<file path="src/hw/rtl/lrd_pkg.sv">
`default_nettype none
// ----------------------------------------------------------------------------
// lrd_pkg: shared types and constants of the replay detector
// Field widths, register map, control bundles between the top level and cells.
// ----------------------------------------------------------------------------
package lrd_pkg;

	// record and alert field widths
	localparam int STATUS_W  = 8;
	localparam int MTYPE_W   = 3;
	localparam int ADDR_W    = 32;
	localparam int COUNTER_W = 16;
	localparam int TIME_W    = 64;

	// configuration port
	localparam int PADDR_W = 4;
	localparam int PDATA_W = 32;
	localparam int REG_IDX_W = 2;

	// register reset values
	localparam logic [STATUS_W-1:0] ACCEPTED_STATUS_RST = 8'd16;
	localparam logic [MTYPE_W-1:0]  TYPE_MIN_RST        = 3'd2;
	localparam logic [MTYPE_W-1:0]  TYPE_MAX_RST        = 3'd5;

	// default device table size
	localparam int TABLE_ENTRIES_DEF = 256;

	// reduction tree fan-in is 2**LOG2_FAN
	localparam int LOG2_FAN = 4;

	// register index codes
	typedef enum logic [REG_IDX_W-1:0] {
		REG_ACCEPTED_STATUS = 2'd0,
		REG_TYPE_MIN        = 2'd1,
		REG_TYPE_MAX        = 2'd2,
		REG_UNUSED          = 2'd3
	} lrd_reg_t;

	// lookup key broadcast to every cell
	typedef struct packed {
		logic [ADDR_W-1:0]    addr;
		logic [COUNTER_W-1:0] counter;
	} lrd_query_t;

	// sequencing strobes to every cell
	typedef struct packed {
		logic cmp_en;   // register match and alert flags
		logic upd_en;   // apply the table update
		logic hit_any;  // some cell matched the address
	} lrd_cell_ctl_t;

endpackage : lrd_pkg
`default_nettype wire

</file>
<file path="src/hw/rtl/lrd_cell.sv">
`default_nettype none
// ----------------------------------------------------------------------------
// lrd_cell: one device table entry
// Holds address, last counter and restart mark; compares against the
// broadcast key and applies hit updates or in-order inserts. The valid bit
// is handed to the next cell so the first empty cell takes an insert.
// ----------------------------------------------------------------------------
module lrd_cell (
	input  wire logic                  clk,
	input  wire logic                  arst_n,
	input  wire lrd_pkg::lrd_query_t   query,
	input  wire lrd_pkg::lrd_cell_ctl_t ctl,
	input  wire logic                  prev_valid,
	output logic                       valid,
	output logic                       hit_s1,
	output logic                       alert_s1
);
	import lrd_pkg::*;

	logic                 valid_q;
	logic [ADDR_W-1:0]    addr_q;
	logic [COUNTER_W-1:0] last_q;
	logic                 mark_q;
	logic                 match;
	logic                 cnt_zero;
	logic                 take_insert;

	assign valid       = valid_q;
	assign match       = valid_q && (addr_q == query.addr);
	assign cnt_zero    = (query.counter == '0);
	// first empty cell in the row
	assign take_insert = !ctl.hit_any && !valid_q && prev_valid;

	// compare stage
	always_ff @(posedge clk or negedge arst_n) begin
		if (!arst_n) begin
			hit_s1   <= 1'b0;
			alert_s1 <= 1'b0;
		end else if (ctl.cmp_en) begin
			hit_s1   <= match;
			alert_s1 <= match && mark_q && !cnt_zero && (last_q == query.counter);
		end
	end

	// valid bit
	always_ff @(posedge clk or negedge arst_n) begin
		if (!arst_n) begin
			valid_q <= 1'b0;
		end else if (ctl.upd_en && take_insert) begin
			valid_q <= 1'b1;
		end
	end

	// entry payload
	always_ff @(posedge clk) begin
		if (ctl.upd_en) begin
			priority if (hit_s1) begin
				mark_q <= cnt_zero;
				if (!cnt_zero) begin
					last_q <= query.counter;
				end
			end else if (take_insert) begin
				addr_q <= query.addr;
				last_q <= query.counter;
				mark_q <= 1'b0;
			end
		end
	end

endmodule : lrd_cell
`default_nettype wire

</file>
<file path="config.mk">
export PLATFORM = sky130hd
export DESIGN_NAME = lrd_cell
export DESIGN_NICKNAME = d
export VERILOG_FILES = /design/src/hw/rtl/lrd_pkg.sv /design/src/hw/rtl/lrd_cell.sv
export SDC_FILE = /design/constraint.sdc
export NUM_CORES = 1
export LEC_CHECK = 0
export BUFFER_PORTS_ARGS = -buffer_cell sky130_fd_sc_hd__buf_2
export CORE_MARGIN = 1.5
export CORE_UTILIZATION = 35
export DETAILED_ROUTE_END_ITERATION = 10
export PLACE_DENSITY_LB_ADDON = 0.1
export SLEW_MARGIN = 20
export SYNTH_ARGS = -nofsm -noshare
export SYNTH_HDL_FRONTEND = slang
export SYNTH_SLANG_ARGS = --single-unit
</file>
<file path="constraint.sdc">
create_clock -name clk -period 3.3 [get_ports clk]
set_input_delay 0.66 -clock clk [delete_from_list [all_inputs] [get_ports clk]]
set_output_delay 0.66 -clock clk [all_outputs]
set_load 0.1 [all_outputs]
</file>
==> metrics.md, run 1 <==
| Metric | Value |
|---|---|
| Status | `finished, final reports clean` |
| RSZ-0062 raised after global routing | `no` |
| Met2 wire length | `1837 µm` |
| Reg-to-reg startpoint | `addr_q[17]$_DFFE_PP_` |
| Worst Path Arrival | `2.21 ns` |
| Skew final | `0.008166 ns` |
| Postcts setup bufs | `0` |
| Critical Path, Cell by Cell | `buf_2, xor2_1, nor4_1, nand3_1, or4_4, o32ai_2` |
| Drt first pass iters | `4` |
| Final hold violation count | `0` |
| First-pass GRT wire length | `6003 µm` |
| VDD IR max | `0.0001932 V` |
| Top FF cell, synth | `edfxtp_1` |
| DRT met1 WL | `1679 µm` |
| Area growth from synthesis to layout | `22.02%` |
| XOR/XNOR Fraction of Synth Area | `19.27%` |
| Root buffer cell | `clkbuf_8` |
| Net Sw Frac | `19.53%` |
| Largest net degree at the start of global routing | `33` |
| Post-synth EDFFs | `49` |
| Setup crit end kind | `flop` |
| Ant. Diodes | `0` |
| Worst r2r dst | `alert_s1$_DFFE_PN0P_` |
| Worst-Skew Late Latency | `0.29 ns` |
| Leak Pwr | `0.9701 nW` |
| Placed cell area | `2582 µm²` |
| Worst Tran Pin Value | `0.5057 ns` |
| Sequential element share of the synthesized area | `70.87%` |
| Core box area | `5956 µm²` |
| Post-CTS sizing | `0` |
| Critical path depth | `6` |
| DR vias | `1281` |
| Cells after Synth | `134` |
| Min cycle time layout | `2.013 ns` |
| Gr ovfl total | `0` |
| Largest family of logic cells by synthesized area | `XOR/XNOR gates` |
| Clock Tree Buf Depth | `2` |
| Max incr delay on CP | `0.51 ns` |
| IO Port Bufs | `56` |
| Layout fillers | `576` |
| Mapped Area | `2182 µm²` |
| YS warnings | `0` |
| Post-synth top area cell | `edfxtp_1` |
| Design area | `2663 µm²` |
| Crit Path Class | `input pin to flop` |
| Synth top cells by count | `49 x edfxtp_1, 42 x xor2_1, 13 x nor4_1` |
| Most frequent cell after synthesis | `edfxtp_1` |
| Worst Path Max Fanout | `2` |
| Final Util | `44.71%` |
| Die area | `6717 µm²` |
| Initial core utilization | `36.64%` |
| Dpl hpwl | `2948 µm` |
| Critical path startpoint | `query[33]` |
| Share of the synthesized area in the top cell type | `67.43%` |
| CP startpoint kind | `input pin` |
| # H-tree levels | `2` |
| Core Rows | `28` |
| TritonCTS Buffers | `5` |
| Unique masters post-synth | `18` |
| Sum of negative setup slack | `0 ns` |
| Share of layout cells above drive strength 1 | `33.00%` |
| Fin crit share | `61.01%` |
| CTS clk-pin slew, worst paths | `0.08 ns` |
| Fraction of registers with async set/reset | `5.769%` |
| Initial antenna violation count | `0` |
| Hold buffer count at CTS | `0` |
| PD cells | `424.8 nW/µm²` |
| Sw power | `220.9 µW` |
| Chip Height | `81.96 µm` |
| # DRC | `0` |
| TritonCTS Sinks | `52` |
| Post-route ant nets | `0` |
| Crit path required time | `3.50 ns` |
| Multiplexer share of the synthesized area | `0%` |
| Area occupied by multi-input gates | `639.4 µm²` |
| Synth Area in Compound Gates | `1.319%` |
| Synth Area per Inst | `16.28 µm²` |
| Worst path buffer plus inverter count | `1` |
| Mapped Nets | `188` |
| Synth area leaders | `edfxtp_1 67%, xor2_1 17%, nor4_1 3.7%` |
| Max-slew headroom | `66.52%` |
| WL final | `3779 µm` |
| Sequential Power Share | `63.7%` |
| Sequential cell area | `1546 µm²` |
| Achievable clock frequency | `0.4967 GHz` |
| Global-route usage over all layers | `12.43%` |
| Post-Synth Adder-Cell Area | `0%` |
| Via-to-Cell Ratio | `4.658` |
| Pre-CTS setup slack | `0.8967 ns` |
| Capture point of the worst path | `alert_s1$_DFFE_PN0P_` |
| Highest routed layer | `met4` |
| Clk pwr share | `29.5%` |
| Die W | `81.96 µm` |
| Internal | `910.1 µW` |
| CP top delay family | `simple AND/OR/NAND/NOR gates` |
| Ports | `57` |
| # nets final | `253` |
| Starting DRT DRC Count | `87` |
| Final Non-Filler Cells | `275` |
| Gpl congestion | `0.6958` |
| Seq cells post-synth | `52` |
| Metal3 WL | `243 µm` |
| Fin worst setup slack | `1.287 ns` |
| Avg WL per Cell | `13.74 µm` |
| Comb pwr share | `6.8%` |
| Setup slack, reg-to-reg | `1.38 ns` |
| Worst hold path class | `input pin to async pin` |
| Slowest CP cell | `or4_4` |
| CTS tree | `done` |
| Final setup vio count | `0` |
| Slew Viols, Final | `0` |
| Number of global-route vias before repair | `1342` |
| Max Cap Viol | `0` |
| R2R cell count | `5` |
| Post-Place Cells | `267` |
| Fraction of the mapped netlist area in simple logic gates | `8.200%` |
flip-flops by register name, indices dropped and copies added (netlist names):
| register | count |
|---|---|
| last_q | 16 |
| hit_s1 | 1 |
| alert_s1 | 1 |
| valid | 1 |
| mark_q | 1 |
| addr_q | 32 |
through the flow:
| stage | total power [mW] | hold WS [ns] |
|---|---|---|
| after floorplan | 0.7606 | 0.3644 |
| after global placement | 0.8098 | 0.4606 |
| after CTS | 1.150 | 0.1364 |
| after global routing | 1.179 | 0.1363 |
| after detailed placement | 0.8131 | 0.4611 |
| final | 1.131 | 0.1538 |
how the worst min path moves through the flow:
stage | end | slack (ns)
after global routing | alert_s1$_DFFE_PN0P_ | 0.14
after CTS | valid$_DFFE_PN0P_ | 0.14
after detailed placement | valid$_DFFE_PN0P_ | 0.46
after global placement | valid$_DFFE_PN0P_ | 0.46
final | valid$_DFFE_PN0P_ | 0.15
after floorplan | alert_s1$_DFFE_PN0P_ | 0.36
metal layers:
metal	vias to the layer above	GRT usage, %
li1	631	-
met1	607	15.73
met2	41	20.16
met3	2	4.000
met4	0	4.068
met5	-	0
layout make-up:
type | count | share of cell area (%)
Tap cell | 75 | 3.524
Sequential cell | 52 | 58.08
Timing Repair Buffer | 58 | 11.09
Multi-Input combinational cell | 80 | 24.01
Inverter | 2 | 0.2820
Clock buffer | 8 | 3.008
power groups by stage:
stage               Combinational [mW]  Sequential [mW]  Clock (mW)
floorplan                       0.0249            0.736           0
global placement                0.0746            0.735           0
detailed placement              0.0780            0.735           0
CTS                             0.0785            0.720       0.351
global route                    0.0860            0.720       0.373
finish                          0.0768            0.720       0.334
worst register-to-register path, cell delays in order, from the launching register on:
cell and delay [ns]:
edfxtp_1 0.39, xor2_1 0.15, nor4_1 0.39, nand3_1 0.13, or4_4 0.51, o32ai_2 0.27
cell usage in the layout, fill, tap and decap left out:
master / netlist / layout
dfrtp_1: 3 / 3
xor2_1: 42 / 42
nor3b_1: 1 / 1
inv_1: 2 / 2
clkbuf_1: 0 / 3
nand3b_1: 1 / 1
nor3_4: 0 / 1
nor2_1: 1 / 1
o21ai_0: 1 / 1
nor3_1: 3 / 2
or4_4: 1 / 1
nand2b_1: 1 / 1
nor4_1: 13 / 13
nand3_1: 3 / 3
o21a_1: 1 / 1
clkbuf_8: 0 / 5
o32ai_2: 1 / 1
buf_2: 0 / 56
edfxtp_1: 49 / 49
buf_4: 0 / 2
xnor2_1: 6 / 6
nor2b_1: 1 / 1
nand4_1: 4 / 4
kinds of logic (layout without fill, tap and decap cells):
group / after synthesis / after routing
buf+inv: 2 / 68
simple gates: 29 / 29
compound gates: 3 / 3
flops: 52 / 52
xor+xnor: 48 / 48
Power figures use the tool's default switching activity.
==> inputs of run 2 (changes only) <==
==> constraint.sdc (replaced) <==
create_clock -name clk -period 1.8 [get_ports clk]
set_input_delay 0.36 -clock clk [delete_from_list [all_inputs] [get_ports clk]]
set_output_delay 0.36 -clock clk [all_outputs]
set_load 0.1 [all_outputs]
==> metrics.md, run 2 (synthesis results as in run 1) <==
| Metric | Value |
|---|---|
| Setup crit end kind | `flop` |
| Failing checks | `negative setup slack` |
| Min cycle time layout | `1.842 ns` |
| Leak Pwr | `0.9853 nW` |
| Critical Path, Cell by Cell | `xor2_1, nor4_2, nand3_1, or4_4, o32ai_2` |
| Placed cell area | `2600 µm²` |
| Leading cell type in the layout, fill and taps excluded | `buf_2` |
| Clock Tree Buf Depth | `2` |
| CP top delay family | `simple AND/OR/NAND/NOR gates` |
| Core box area | `5956 µm²` |
| Worst Path Arrival | `2.05 ns` |
| Gr ovfl total | `0` |
| VDD IR max | `0.0006330 V` |
| Sum of negative setup slack | `-0.04152 ns` |
| Chip Height | `81.96 µm` |
| Via-to-Cell Ratio | `4.727` |
| Die W | `81.96 µm` |
| Worst path buffer plus inverter count | `0` |
| Status | `complete, but fails checks` |
| Skew final | `0.004933 ns` |
| TritonCTS Sinks | `52` |
| TritonCTS Buffers | `5` |
| Avg WL per Cell | `14.40 µm` |
| Max-slew headroom | `67.23%` |
| Most frequent cells in the layout | `56 x buf_2, 49 x edfxtp_1, 42 x xor2_1` |
| Layout fillers | `560` |
| Highest routed layer | `met4` |
| Met2 wire length | `2065 µm` |
| Largest regs | `addr_q (32), last_q (16)` |
| # DRC | `0` |
| Global-route usage over all layers | `12.31%` |
| Worst Tran Pin Value | `0.4950 ns` |
| Core Rows | `28` |
| Post-Place Cells | `266` |
| Pre-CTS setup slack | `-0.2637 ns` |
| Max incr delay on CP | `0.51 ns` |
| Initial core utilization | `36.64%` |
| Crit Path Class | `flop to flop` |
| Post-route ant nets | `0` |
| CTS clk-pin slew, worst paths | `0.09 ns` |
| Worst hold path class | `input pin to flop` |
| DRT met1 WL | `1658 µm` |
| CP startpoint kind | `flop` |
| Achievable clock frequency | `0.5430 GHz` |
| Slew Viols, Final | `0` |
| Fin worst setup slack | `-0.04152 ns` |
| Dpl hpwl | `3017 µm` |
| Worst Path Max Fanout | `2` |
| Area growth from synthesis to layout | `25.57%` |
| Design area | `2740 µm²` |
| Final setup vio count | `1` |
| First-pass GRT wire length | `6058 µm` |
| IO Port Bufs | `56` |
| Slowest CP cell | `or4_4` |
| Reg-to-reg startpoint | `addr_q[9]$_DFFE_PP_` |
| Share of layout cells above drive strength 1 | `37.00%` |
| Worst-Skew Late Latency | `0.30 ns` |
| Most flops, register | `addr_q` |
| Crit path required time | `2.01 ns` |
| Metal3 WL | `178 µm` |
| Fin crit share | `102.3%` |
| # nets final | `253` |
| Root buffer cell | `clkbuf_8` |
| RSZ-0062 raised after global routing | `yes` |
| Ports | `57` |
| CTS tree | `done` |
| Initial antenna violation count | `0` |
| Max Cap Viol | `0` |
| Drt first pass iters | `4` |
| Final hold violation count | `0` |
| Largest net degree at the start of global routing | `33` |
| Starting DRT DRC Count | `49` |
| Largest register FFs | `32` |
| Critical path startpoint | `addr_q[9]$_DFFE_PP_` |
| # H-tree levels | `2` |
| Setup slack, reg-to-reg | `-0.04 ns` |
| Hold path startpoint | `query[28]` |
| DR vias | `1300` |
| PD cells | `823.4 nW/µm²` |
| Gpl congestion | `0.7958` |
| Number of global-route vias before repair | `1308` |
| Ant. Diodes | `0` |
| Die area | `6717 µm²` |
| Final Non-Filler Cells | `275` |
| WL final | `3960 µm` |
-- run 2: cell count changes in the layout (fill, tap and decap cells not counted), sizes merged --
cell,before,now
clkbuf,8,5
buf,58,57
bufinv,0,1
clkinv,0,1
clkinvlp,0,1
dlygate4sd3,0,1
-- run 2: worst reg2reg max path, delay by kind of cell, from the launching register on --
kind | cells | cell delay, ns
AOI/OAI and AO/OA | 1 | 0.21
xor gates and xnor gates | 1 | 0.16
DFF | 1 | 0.40
and+or+nand+nor | 3 | 0.99
-- run 2: cell type report --
| class | count | area (µm²) | share of cell area, % |
|---|---|---|---|
| clock buffer | 5 | 68.82 | 2.511 |
| tap | 75 | 93.84 | 3.425 |
| inverter | 2 | 7.507 | 0.2740 |
| clock inverter | 3 | 42.54 | 1.553 |
| multi-input combinational | 80 | 665.6 | 24.29 |
| sequential | 52 | 1551 | 56.62 |
| timing repair buffer | 58 | 310.3 | 11.32 |
-- run 2: timing repair --
item / 4_1_cts / 5_1_grt
endpoints found under the hold margin: 3 / 0
pin swaps: 3 / 0
setup endpoints to repair: 1 / 1
hold buffers: 1 / 0
resized for setup: 2 / 1
setup buffers: 0 / 0
-- run 2: path summary, 6_finish.rpt --
check / to / cells after the start
worst max-delay path: alert_s1$_DFFE_PN0P_ / 5
worst min-delay path: addr_q[12]$_DFFE_PP_ / 1
worst max register to register: alert_s1$_DFFE_PN0P_ / 5
worst min register to register: alert_s1$_DFFE_PN0P_ / 2
max in group asynchronous: hit_s1$_DFFE_PN0P_ / 2
min in group asynchronous: valid$_DFFE_PN0P_ / 2
-- run 2: power breakdown --
| group | leakage (nW) | switching [mW] | internal, mW | total [mW] |
|---|---|---|---|---|
| sequential | 0.475 | 0.000235 | 1.32 | 1.32 |
| combinational | 0.456 | 0.0721 | 0.0742 | 0.146 |
| clock | 0.0541 | 0.378 | 0.412 | 0.790 |
-- run 2: stage by stage --
stage | hold slack (ns) | total power [mW] | utilization, %
after floorplan | 0.06441 | 1.395 | -
after global placement | 0.1566 | 1.484 | 43.66
after detailed placement | 0.1629 | 1.491 | 43.66
after CTS | 0.2391 | 2.292 | 45.90
after global routing | 0.2277 | 2.356 | 46.01
final | 0.2534 | 2.256 | 46.01
-- run 2: per-layer routing --
layer | up-vias | global-route usage, %
met4 | 0 | 4.915
li1 | 629 | -
met2 | 32 | 20.41
met5 | - | 0
met3 | 5 | 3.778
met1 | 634 | 14.91
